**src/rtl/hcc_pkg.sv**
```systemverilog
package hcc_pkg;

  localparam int NUM_HIP_REGS = 8;
  localparam int SINE_STEPS   = 5;
  localparam int ROT_OPS      = 8;

  localparam logic [30:0] SINE_C11 = 31'd3864;
  localparam logic [30:0] SINE_COEF [SINE_STEPS] =
    '{31'd172272, 31'd5026995, 31'd85569306, 31'd693598668, 31'd1686629713};

  typedef enum logic [3:0] {
    OP_NONE,
    OP_LOAD,
    OP_SIN_INIT,
    OP_SIN_STEP,
    OP_SIN_END,
    OP_ROT_X,
    OP_ROT_Y,
    OP_DOT,
    OP_OBS,
    OP_FINAL
  } op_t;

  typedef enum logic [2:0] {
    S_IDLE,
    S_SIN,
    S_COS,
    S_ROT,
    S_DIR,
    S_DRAIN,
    S_FINAL
  } state_t;

  typedef struct packed {
    op_t        op;
    logic [2:0] idx;
    logic       first;
    logic       sel_cos;
  } cmd_t;

  typedef struct packed {
    logic feet;
    logic out_free;
  } status_t;

  // Elaboration-time sine in Q16, same polynomial as the datapath unit.
  function automatic logic signed [17:0] sine_const(input logic [15:0] p);
    longint unsigned r;
    longint unsigned x2;
    longint unsigned s;
    longint unsigned y;
    longint unsigned v;
    r = p[14] ? (64'd16384 - 64'(p[13:0])) : 64'(p[13:0]);
    x2 = r * r * 4;
    s = 64'(SINE_C11);
    for (int j = 0; j < SINE_STEPS; j++) begin
      s = 64'(SINE_COEF[j]) - ((x2 * s) >> 30);
    end
    y = (r * s) >> 14;
    v = (y + 64'd8192) >> 14;
    if (v > 64'd65536) begin
      v = 64'd65536;
    end
    return p[15] ? -18'(v) : 18'(v);
  endfunction

endpackage

```
**src/rtl/hcc_ctrl.sv**
```systemverilog
module hcc_ctrl import hcc_pkg::*; #(
  parameter int NUM_DIRECTIONS = 64,
  parameter int DIR_W = $clog2(NUM_DIRECTIONS)
) (
  input  logic             clk,
  input  logic             rst,
  input  logic             in_valid,
  output logic             in_stall,
  input  status_t          status,
  output cmd_t             cmd,
  output logic [DIR_W-1:0] dir
);

  localparam logic [DIR_W-1:0] LAST_DIR = DIR_W'(NUM_DIRECTIONS - 1);

  state_t           state, state_next;
  logic [2:0]       cnt, cnt_next;
  logic [DIR_W-1:0] dir_next;
  logic [2:0]       npts;

  always_ff @(posedge clk) begin
    if (rst) begin
      state <= S_IDLE;
      cnt   <= '0;
      dir   <= '0;
    end else begin
      state <= state_next;
      cnt   <= cnt_next;
      dir   <= dir_next;
    end
  end

  always_comb begin
    state_next = state;
    cnt_next   = cnt;
    dir_next   = dir;
    cmd        = '{op: OP_NONE, idx: 3'd0, first: 1'b0, sel_cos: 1'b0};
    in_stall   = 1'b1;
    npts       = status.feet ? 3'd6 : 3'd4;
    unique case (state) inside
      S_IDLE: begin
        in_stall = 1'b0;
        if (in_valid) begin
          cmd.op     = OP_LOAD;
          cnt_next   = '0;
          state_next = S_SIN;
        end
      end
      S_SIN, S_COS: begin
        cmd.sel_cos = (state == S_COS);
        cnt_next    = cnt + 3'd1;
        if (cnt == 3'd0) begin
          cmd.op = OP_SIN_INIT;
        end else if (cnt == 3'(SINE_STEPS + 1)) begin
          cmd.op     = OP_SIN_END;
          cnt_next   = '0;
          state_next = (state == S_SIN) ? S_COS : S_ROT;
        end else begin
          cmd.op  = OP_SIN_STEP;
          cmd.idx = cnt - 3'd1;
        end
      end
      S_ROT: begin
        cmd.op   = cnt[0] ? OP_ROT_Y : OP_ROT_X;
        cmd.idx  = {1'b0, cnt[2:1]};
        cnt_next = cnt + 3'd1;
        if (cnt == 3'(ROT_OPS - 1)) begin
          cnt_next   = '0;
          dir_next   = '0;
          state_next = S_DIR;
        end
      end
      S_DIR: begin
        if (cnt != npts) begin
          cmd.op   = OP_DOT;
          cmd.idx  = cnt;
          cnt_next = cnt + 3'd1;
        end else begin
          cmd.op    = OP_OBS;
          cmd.first = (dir == '0);
          cnt_next  = '0;
          if (dir == LAST_DIR) begin
            state_next = S_DRAIN;
          end else begin
            dir_next = dir + DIR_W'(1);
          end
        end
      end
      S_DRAIN: begin
        state_next = S_FINAL;
      end
      S_FINAL: begin
        if (status.out_free) begin
          cmd.op     = OP_FINAL;
          state_next = S_IDLE;
        end
      end
      default: begin
        state_next = S_IDLE;
      end
    endcase
  end

endmodule

```
**config.mk**
```make
export PLATFORM = sky130hd
export DESIGN_NAME = hcc_ctrl
export DESIGN_NICKNAME = d
export VERILOG_FILES = /design/src/rtl/hcc_pkg.sv /design/src/rtl/hcc_ctrl.sv
export SDC_FILE = /design/constraint.sdc
export NUM_CORES = 1
export LEC_CHECK = 0
export ABC_AREA = 1
export BUFFER_PORTS_ARGS = -buffer_cell sky130_fd_sc_hd__buf_2
export CORE_MARGIN = 5
export CORE_UTILIZATION = 50
export DETAILED_ROUTE_END_ITERATION = 8
export HOLD_SLACK_MARGIN = 0.02
export PLACE_DENSITY = 0.77
export REMOVE_ABC_BUFFERS = 1
export SYNTH_ARGS = -nofsm -noshare
export SYNTH_HDL_FRONTEND = slang
export SYNTH_SLANG_ARGS = --single-unit
```
**constraint.sdc**
```tcl
create_clock -name clk -period 2.1 [get_ports clk]
set_clock_uncertainty 0.1 [all_clocks]
set_input_delay 0.105 -clock clk [delete_from_list [all_inputs] [get_ports clk]]
set_output_delay 0.105 -clock clk [all_outputs]
set_load 0.05 [all_outputs]
```
* Yosys cells after proc, flatten, opt, wreduce, memory -nomap -nowiden
Index checks and enable logic that the tools add are counted.
Word-level totals: bits in registers 12, input port bits 5, word-level logic and storage cells 68
Operators by class: add/subtract/negate cells 3, eq/ne operators 18, muxes and demuxes 35, reduce and logical (&&, ||, !) cells 9
Operators with widths (number):
- 3-bit two-way mux | 16
- 4-bit one-hot mux with 5 select lines | 1
- 6-bit two-way mux | 3
- 3-bit one-hot mux with 6 select lines | 1
- 3-bit == test, second input constant | 5
- 4-bit two-way mux | 3
- 2-bit != test, second input constant | 6
- 3-bit one-hot mux with 4 select lines | 1
- 6-bit one-hot mux with 2 select lines | 1
- 3-bit one-hot mux with 3 select lines | 1
- 7-bit AND reduction | 1
- 6-bit by 1-bit adder with 6-bit output, second input constant | 1
- 3-bit by 2-bit == test with 1-bit output, second input constant | 2
- 6-bit == test, second input constant | 1
- 3-bit logical NOT | 2
- 6-bit logical NOT | 1
- 1-bit two-way mux | 6
- 2-bit two-way mux | 2
- 2-bit by 1-bit != test with 1-bit output, second input constant | 2
- 4-bit AND reduction | 1
- 4-bit nonzero test | 1
- 3-bit by 1-bit adder with 3-bit output, second input constant | 1
- 3-bit by 1-bit == test with 1-bit output, second input constant | 1
- 3-bit != test | 1
- other kinds (4) | 4

* Logic depth before layout (Yosys ltp)
Gate-level depths: netlist (run 1).
word-level depth 5, mapped depth 9, gate-level depth less buffers 9

* Worst setup path before layout (run 1)
Ideal clock, no wire load.
path type register -> output, start point reg dir[0], end point out cmd[1] in the netlist's numbering, arrival time 2.375 ns, data required time 1.895 ns, slack -0.480 ns, stages on the path, launching flop included 5, path through dfxtp_1 inv_1 ha_1 nand2_1 nor4_1
RTL lines:
- start: declaration | line hcc_ctrl.sv:11 | output logic [DIR_W-1:0] dir
- start signal: assignment | line hcc_ctrl.sv:29 | dir <= dir_next;
- end: declaration | line hcc_ctrl.sv:10 | output cmd_t cmd,

==> summary.md, run 1 <==
| Metric | Value |
|---|---|
| R2r setup slk | `340 ps` |
| Most common flop cell mapped by yosys | `dfxtp_1` |
| Adder and majority gate portion of the synthesized area | `8.02%` |
| Synth cell count leaders | `nand2_1, inv_1, dfxtp_1, nand3_1, nor2_1` |
| Met2 Track Usage GR | `29.2%` |
| Worst skew pair latency | `270 ps` |
| CTS Buf Count | `3` |
| Top cells by area, synth | `dfxtp_1, nand2_1, ha_1` |
| # fillers | `220` |
| Worst setup EP type | `primary output` |
| Crit Path Class | `register to primary output` |
| Drt pass-1 iters | `5` |
| CTS tree | `built` |
| Die extent in x | `56.7 um` |
| Avg WL per Cell | `12.2 um` |
| Final Hold Vio Count | `0` |
| Reg2reg path depth | `7` |
| Starting Density | `50.8%` |
| Critical path data required time | `1890 ps` |
| Internal power | `0.598 mW` |
| Final wirelength | `2550 um` |
| Syn_area_per_cell | `6.91 um2` |
| Initial DRC Count | `19` |
| Rows | `17` |
| Worst-margin pin slew | `396 ps` |
| CP Cell Sequence | `inv_1, nand2_1, nand4_1, buf_4, nand2_4, o221ai_1, buf_2` |
| Crit Path Max Fanout | `10` |
| WP data arrival | `1790 ps` |
| Switching fraction of total power | `57.7%` |
| Switch Pwr | `0.816 mW` |
| Area occupied by multi-input gates | `737 um2` |
| Initial antenna violation count | `0` |
| Fin cells | `209` |
| Syn Inst Count | `158` |
| Area grow syn2layout | `15.1%` |
| Cts hold-fix bufs | `0` |
| Crit path capture | `cmd[3]` |
| Reg power frac | `24.2%` |
| Tightest Hold Check Type | `primary input to register` |
| Mux share of post-synthesis cell area | `0%` |
| First-pass GRT wire length | `4410 um` |
| Maxcap violations | `0` |
| Power per standard cell area | `1120 mW/mm2` |
| Top-count cell post-synth | `nand2_1` |
| Mapped Area | `0.00109 mm2` |
| Reg area | `243 um2` |
| CTS root buf | `clkbuf_4` |
| Design Power | `1.41 mW` |
| Boundary Pins | `21` |
| LEAKAGE | `0.582 nW` |
| Final slew viol count | `0` |
| Gr usage total | `17.1%` |
| Height of the die | `56.7 um` |
| Share of the synthesized area in the top cell type | `22.0%` |
| DR vias/cell | `5.30` |
| DP Wirelength | `2040 um` |
| Worst hold margin | `42.4 ps` |
| Largest net degree at the start of global routing | `11` |
| Clock tree buffer depth | `2` |
| Run status | `finished clean` |
| GRT overflow | `0` |
| M1 GR Usage | `20.6%` |
| Gate power share | `65.9%` |
| Clock Power Share | `9.9%` |
| NumNets Final | `195` |
| Share of cells above drive strength 1 | `30.4%` |
| Critical Path Slowest Stage Cell | `dfxtp_1` |
| Crit share post-route | `94.9%` |
| Port bufs | `20` |
| Busiest grt layer | `met2` |
| Worst slew margin | `73.3%` |
| Crit path time final | `1990 ps` |
| Antenna Nets Post-Route | `0` |
| Placed Cells | `204` |
| Ant diodes | `0` |
| Number of H-tree levels | `1` |
| Via count | `1108` |
| Number of flops mapped to enable cells by yosys | `0` |
| Largest family of logic cells by synthesized area | `simple AND/OR/NAND/NOR gates` |
| Xor and xnor area share after synthesis | `2.41%` |
| Die area | `0.00322 mm2` |
| Gpl congestion | `0.906` |
| Unrepaired setup endpoints after global routing | `false` |
| Critical R2R Capture | `state[1]$_SDFFE_PP0P_` |
| Max VDD drop | `1.12 mV` |
| Core area | `0.00215 mm2` |
| RR Startpoint | `cnt[1]$_SDFFE_PP0P_` |
| Vias in the first global route | `1009` |
| Yosys cell types | `32` |
| Simple-gate share of the synthesized area | `39.2%` |
| Synth Area in Compound Gates | `17.9%` |
| Max Freq | `502 MHz` |
| Crit-path max cell delay | `420 ps` |
| DR DRC count | `0` |
| Ys async rst share | `0%` |
| # setup viols final | `0` |
| Clk pin slew, worst setup/hold paths | `70 ps` |
| Post-synth top area cell | `dfxtp_1` |
| #FFs+latches synth | `12` |
| Yosys warns | `0` |
| Met3 GRT Util | `2.76%` |
| Clk sinks | `12` |
| Crit path launch | `cnt[1]$_SDFFE_PP0P_` |
| Seq/Total Area, Yosys | `22.0%` |
| Crit path launch type | `register` |
==> state kept, by name (all words and copies together), names as in the netlist <==
register / cells
cnt: 3
state: 3
dir: 6
==> power groups by stage <==
stage	combinational, mW	clock, mW	sequential, mW
global placement	0.913	0	0.337
floorplan	0.747	0	0.328
detailed placement	0.916	0	0.345
global route	1.02	0.166	0.351
finish	0.932	0.140	0.342
CTS	0.922	0.149	0.338
==> worst min-delay path by stage <==
stage | end | from | cells past startpoint
3_3_place_gp | dir[3]$_SDFFE_PP0P_ | rst | 2
3_5_place_dp | dir[5]$_SDFFE_PP0P_ | rst | 2
5_1_grt | dir[3]$_SDFFE_PP0P_ | rst | 2
2_1_floorplan | dir[3]$_SDFFE_PP0P_ | rst | 1
6_report | dir[3]$_SDFFE_PP0P_ | rst | 2
4_1_cts | dir[3]$_SDFFE_PP0P_ | rst | 2
==> cell usage in the layout, fill, tap and decap left out, drive strengths merged, types with 2 or more instances in the layout <==
cell type   n
clkbuf      4
ha          7
inv        24
nand2      45
nand4       4
buf        21
dfxtp      12
o21bai      3
a21oi      12
nor2       14
o211ai      3
o221ai      2
nand3      15
xnor2       2
o21ai       6
==> cells by family (layout without fill, tap and decap cells) <==
family	Yosys count	after routing
AOI/OAI and AO/OA	27	27
xor gates and xnor gates	3	3
adders and majority gates	7	7
buffers and inverters	27	50
DFF	12	12
and+or+nand+nor	82	82
==> area by class of cell <==
cell class,count,area share (%)
multi-input cells,119,58.6
inverters,25,7.96
well taps,28,2.79
clock buffers,3,1.79
repair buffers,22,9.55
flip-flops and latches,12,19.3
==> repair_timing <==
action / in CTS / in global routing
endpoints found under the setup margin: 0 / 5
gates resized for setup: 0 / 5
setup buffers: 0 / 2
==> metrics by stage <==
stage	instance area (um2)	setup WS (ps)	setup TNS (ps)	util, %
CTS	1230	41.0	0	57.5
detailed placement	1210	360	0	56.4
global placement	1210	398	0	56.4
finish	1260	106	0	58.5
global route	1260	3.48	0	58.5
floorplan	1080	-480	-630	-
==> routing by layer <==
metal	vias up	part of all wire, %
li1	565	-
met1	500	44
met2	39	48
met3	4	6.7
met4	0	1.2
met5	-	0
==> worst max-delay path, delay by kind of cell (launching register included) <==
kind / cells / cell delay, ps
buffers and inverters: 3 / 570
AND/OR/NAND/NOR: 3 / 400
AO/OA/AOI/OAI: 1 / 130
flip-flops: 1 / 420
Note: power is estimated with default switching activity, not from simulation.
==> run 2, diff against run 1 <==
--- a/config.mk
+++ b/config.mk
@@ -7,6 +7,7 @@
 export LEC_CHECK = 0
 export ABC_AREA = 1
 export BUFFER_PORTS_ARGS = -buffer_cell sky130_fd_sc_hd__buf_2
+export CORE_ASPECT_RATIO = 0.75
 export CORE_MARGIN = 5
 export CORE_UTILIZATION = 50
 export DETAILED_ROUTE_END_ITERATION = 8
==> summary.md, run 2 (synthesis gave the netlist of run 1 again) <==
| Metric | Value |
|---|---|
| First-pass GRT wire length | `4240 um` |
| Crit Path Max Fanout | `8` |
| # fillers | `204` |
| NumNets Final | `193` |
| Max VDD drop | `0.969 mV` |
| Crit share post-route | `93.6%` |
| Ant diodes | `0` |
| Regs by FF count | `dir x6, cnt x3, state x3` |
| Max Freq | `509 MHz` |
| LEAKAGE | `0.573 nW` |
| Vias in the first global route | `986` |
| Initial antenna violation count | `0` |
| Setup TNS | `0 ps` |
| Clk sinks | `12` |
| Critical Path Slowest Stage Cell | `dfxtp_1` |
| Share of cells above drive strength 1 | `29.6%` |
| Post-CTS Setup Bufs | `0` |
| DR DRC count | `0` |
| Crit path time final | `1970 ps` |
| Commonest non-fill, non-tap cell in the layout | `nand2_1` |
| Worst skew pair latency | `270 ps` |
| Fin cells | `203` |
| Worst setup EP type | `primary output` |
| Clock tree buffer depth | `2` |
| # setup viols final | `0` |
| Height of the die | `50.5 um` |
| CTS Buf Count | `3` |
| Die area | `0.00323 mm2` |
| DR vias/cell | `5.44` |
| Antenna Nets Post-Route | `0` |
| Clk pin slew, worst setup/hold paths | `70 ps` |
| R2r setup slk | `460 ps` |
| Number of buffers and inverters on the critical path | `2` |
| Maxcap violations | `0` |
| Rows | `14` |
| Reg2reg path depth | `7` |
| CP top delay family | `buffers and inverters` |
| Power per standard cell area | `1130 mW/mm2` |
| Worst-margin pin slew | `480 ps` |
| CP Cell Sequence | `inv_1, ha_1, nand2_1, nand3_1, o221ai_1, clkbuf_4` |
| Area grow syn2layout | `13.5%` |
| Tightest Hold Check Type | `primary input to register` |
| WP data arrival | `1760 ps` |
| DP Wirelength | `2000 um` |
| Boundary Pins | `21` |
| Largest net degree at the start of global routing | `11` |
| Critical R2R Capture | `state[2]$_SDFFE_PP0P_` |
| Final wirelength | `2470 um` |
| Die extent in x | `64.0 um` |
| Port bufs | `20` |
| Initial DRC Count | `42` |
| Final Hold Vio Count | `0` |
| Final slew viol count | `0` |
| RR Startpoint | `dir[1]$_SDFFE_PP0P_` |
| Avg WL per Cell | `12.2 um` |
| Crit path launch type | `register` |
| Hold Path End | `state[1]$_SDFFE_PP0P_` |
| CTS root buf | `clkbuf_4` |
| Most frequent cells in the layout | `nand2_1, inv_1, buf_2` |
| Via count | `1104` |
| Worst slew margin | `67.7%` |
| Top reg by flops | `dir` |
| Max FFs per register | `6` |
| Number of H-tree levels | `1` |
| Critical path data required time | `1890 ps` |
| Hold_sp | `rst` |
| GRT overflow | `0` |
| Worst hold path depth | `2` |
| Design Power | `1.40 mW` |
| Gpl congestion | `0.850` |
| Starting Density | `53.3%` |
| Crit Path Class | `register to primary output` |
| Run status | `finished clean` |
| Post-layout instance area | `0.00124 mm2` |
| Unrepaired setup endpoints after global routing | `false` |
| Crit-path max cell delay | `400 ps` |
| Placed Cells | `200` |
| Core area | `0.00205 mm2` |
| Drt pass-1 iters | `4` |
| Area after DPL | `0.00121 mm2` |
| CTS tree | `built` |
| Gr usage total | `15.7%` |
-- run 2: cell count changes in the layout (fill, tap and decap cells not counted) --
cell and change:
o21ai_1 +1, buf_4 -1, o21ai_0 -1, buf_2 -1
-- run 2: through the flow --
step                hold WS [ps]  worst slack, ps  utilization (%)
detailed placement           341              331             58.9
finish                      46.2              134             60.5
CTS                         56.0             28.8             60.0
global placement             331              389             58.9
global route                57.6             6.96             60.5
floorplan                   67.4             -480                -
-- run 2: per-layer routing --
layer / track usage (%) / wire length, um
met2: 27.1 / 1150
met1: 20.2 / 1140
met5: 0 / 0
met4: 1.04 / 27
met3: 4.91 / 153
-- run 2: area by class of cell --
type | count | area [um2] | share of cell area, %
repair buffers | 20 | 108 | 8.68
flip-flops and latches | 12 | 243 | 19.6
multi-input cells | 119 | 737 | 59.4
clock buffers | 3 | 22.5 | 1.82
well taps | 24 | 30.0 | 2.42
inverters | 25 | 100 | 8.07
-- run 2: timing repair --
item / CTS / global route
endpoints found under the setup margin: 0 / 4
resized for setup: 0 / 8
hold buffers: 0 / 0
-- run 2: report_power, final --
part | total (mW) | internal, mW | switching [mW]
Sequential | 0.342 | 0.267 | 0.0748
Combinational | 0.923 | 0.263 | 0.660
Clock | 0.138 | 0.0664 | 0.0714
-- run 2: worst max-delay path by stage --
stage,startpoint,slack (ps),end,cells past startpoint
final,cnt[0]$_SDFFE_PP0P_,130,cmd[2],6
after global routing,cnt[0]$_SDFFE_PP0P_,7,cmd[2],6
after CTS,state[0]$_SDFFE_PP0P_,30,cmd[4],7
after detailed placement,state[0]$_SDFFE_PP0P_,330,cmd[4],7
after global placement,state[0]$_SDFFE_PP0P_,390,cmd[2],7
after floorplan,dir[0]$_SDFFE_PP0P_,-480,cmd[1],4
==> run 3, diff against run 2 <==
--- a/config.mk
+++ b/config.mk
@@ -9,10 +9,10 @@
 export BUFFER_PORTS_ARGS = -buffer_cell sky130_fd_sc_hd__buf_2
 export CORE_ASPECT_RATIO = 0.75
 export CORE_MARGIN = 5
-export CORE_UTILIZATION = 50
+export CORE_UTILIZATION = 40
 export DETAILED_ROUTE_END_ITERATION = 8
 export HOLD_SLACK_MARGIN = 0.02
-export PLACE_DENSITY = 0.77
+export PLACE_DENSITY = 0.65
 export REMOVE_ABC_BUFFERS = 1
 export SYNTH_ARGS = -nofsm -noshare
 export SYNTH_HDL_FRONTEND = slang
==> summary.md, run 3 (synthesis gave the netlist of run 1 again) <==
| Metric | Value |
|---|---|
| Die extent in x | `70.3 um` |
| GRT overflow | `0` |
| Number of buffers and inverters on the critical path | `2` |
| Crit path launch type | `register` |
| Port bufs | `20` |
| Drt pass-1 iters | `4` |
| DR vias/cell | `4.95` |
| Setup slack at placement | `364 ps` |
| Boundary Pins | `21` |
| Starting Density | `41.7%` |
| Core area | `0.00262 mm2` |
| Commonest non-fill, non-tap cell in the layout | `nand2_1` |
| Worst-margin pin slew | `500 ps` |
| CTS Buf Count | `3` |
| Switch Pwr | `0.816 mW` |
| Run status | `finished clean` |
| Initial DRC Count | `68` |
| Placed Cells | `212` |
| Critical path data required time | `1890 ps` |
| Worst skew pair latency | `240 ps` |
| Via count | `1065` |
| Ant diodes | `0` |
| Tightest Hold Check Type | `primary input to register` |
| Final Hold Vio Count | `0` |
| Design Power | `1.47 mW` |
| Final slew viol count | `0` |
| Antenna Nets Post-Route | `0` |
| CP top delay family | `buffers and inverters` |
| Clock Power Share | `13.7%` |
| CTS tree | `built` |
| Number of H-tree levels | `1` |
| First-pass GRT wire length | `4150 um` |
| Crit path time final | `1940 ps` |
| Gpl congestion | `0.802` |
| Worst hold margin | `94.9 ps` |
| DP Wirelength | `1950 um` |
| # fillers | `264` |
| Layout Utilization | `48.4%` |
| # setup viols final | `0` |
| Die area | `0.00389 mm2` |
| Internal power | `0.650 mW` |
| Worst slew margin | `66.3%` |
| Maxcap violations | `0` |
| Most frequent cells in the layout | `nand2_1, inv_1, buf_2` |
| CP Cell Sequence | `inv_1, ha_1, nand2_1, nand3_1, o21ai_0, buf_2` |
| Clock tree buffer depth | `2` |
| Initial antenna violation count | `0` |
| Cts hold-fix bufs | `0` |
| Max Freq | `515 MHz` |
| CTS root buf | `clkbuf_8` |
| Vias in the first global route | `966` |
| Regs by FF count | `dir x6, cnt x3, state x3` |
| Max VDD drop | `0.484 mV` |
| Setup WS post-layout | `158 ps` |
| Share of cells above drive strength 1 | `29.6%` |
| Height of the die | `55.3 um` |
| CTS-repair resized insts | `0` |
| Power per standard cell area | `1150 mW/mm2` |
| Worst setup EP type | `primary output` |
| WP data arrival | `1740 ps` |
| NumNets Final | `193` |
| Crit Path Max Fanout | `8` |
| Gate power share | `63.0%` |
| LEAKAGE | `0.581 nW` |
| Top reg by flops | `dir` |
| Unrepaired setup endpoints after global routing | `false` |
| Crit-path max cell delay | `380 ps` |
| Avg WL per Cell | `11.1 um` |
| Area grow syn2layout | `16.2%` |
| Switching fraction of total power | `55.7%` |
| Crit share post-route | `92.5%` |
| Largest net degree at the start of global routing | `11` |
| DR DRC count | `0` |
| Critical Path Slowest Stage Cell | `dfxtp_1` |
| Rows | `16` |
| Post-CTS Setup Bufs | `0` |
| Clk sinks | `12` |
| Gr usage total | `12.8%` |
| Max FFs per register | `6` |
| Reg power frac | `23.3%` |
| Clk pin slew, worst setup/hold paths | `50 ps` |
| Fin cells | `215` |
| Final wirelength | `2390 um` |
| Crit Path Class | `register to primary output` |
## run 3: changes by cell type in the layout (fill, tap and decap cells not counted)
cell / change
buf_2: +2
buf_4: -1
clkbuf_4: -4
clkbuf_8: +3
o21ai_0: +1
o21ai_1: -1
## run 3: worst paths after layout
| kind | cells after the start | end | slack [ps] | startpoint |
|---|---|---|---|---|
| min reg2reg | 2 | dir[1]$_SDFFE_PP0P_ | 420 | dir[1]$_SDFFE_PP0P_ |
| min | 2 | dir[4]$_SDFFE_PP0P_ | 90 | rst |
| max reg2reg | 9 | state[1]$_SDFFE_PP0P_ | 450 | cnt[0]$_SDFFE_PP0P_ |
| max | 6 | cmd[4] | 160 | cnt[0]$_SDFFE_PP0P_ |
## run 3: cell type report
| type | instances | area [um2] | share of cell area [%] |
|---|---|---|---|
| multi-input cells | 119 | 737 | 58.1 |
| inverters | 25 | 100 | 7.89 |
| clock buffers | 3 | 41.3 | 3.25 |
| well taps | 36 | 45.0 | 3.55 |
| flip-flops and latches | 12 | 243 | 19.1 |
| repair buffers | 20 | 103 | 8.09 |
## run 3: power by group through the flow
stage                     Sequential (mW)  Combinational [mW]  Clock (mW)
after floorplan                     0.328               0.747           0
after global placement              0.340               0.917           0
after detailed placement            0.343               0.920           0
after CTS                           0.338               0.921       0.205
after global routing                0.350                1.02       0.219
final                               0.342               0.923       0.200
## run 3: layer usage
layer | vias to the layer above | track usage [%] | part of all wire (%)
met5 | - | 0 | 0
met4 | 0 | 1.91 | 0.54
met3 | 2 | 4.89 | 5.8
met2 | 20 | 20.8 | 46
met1 | 484 | 16.4 | 47
li1 | 559 | - | -
## run 3: per-stage QoR
stage                     setup TNS (ps)  instance area, um2
after floorplan                     -630                1080
after global placement                 0                1220
after detailed placement               0                1220
after CTS                              0                1260
after global routing                   0                1270
final                                  0                1270
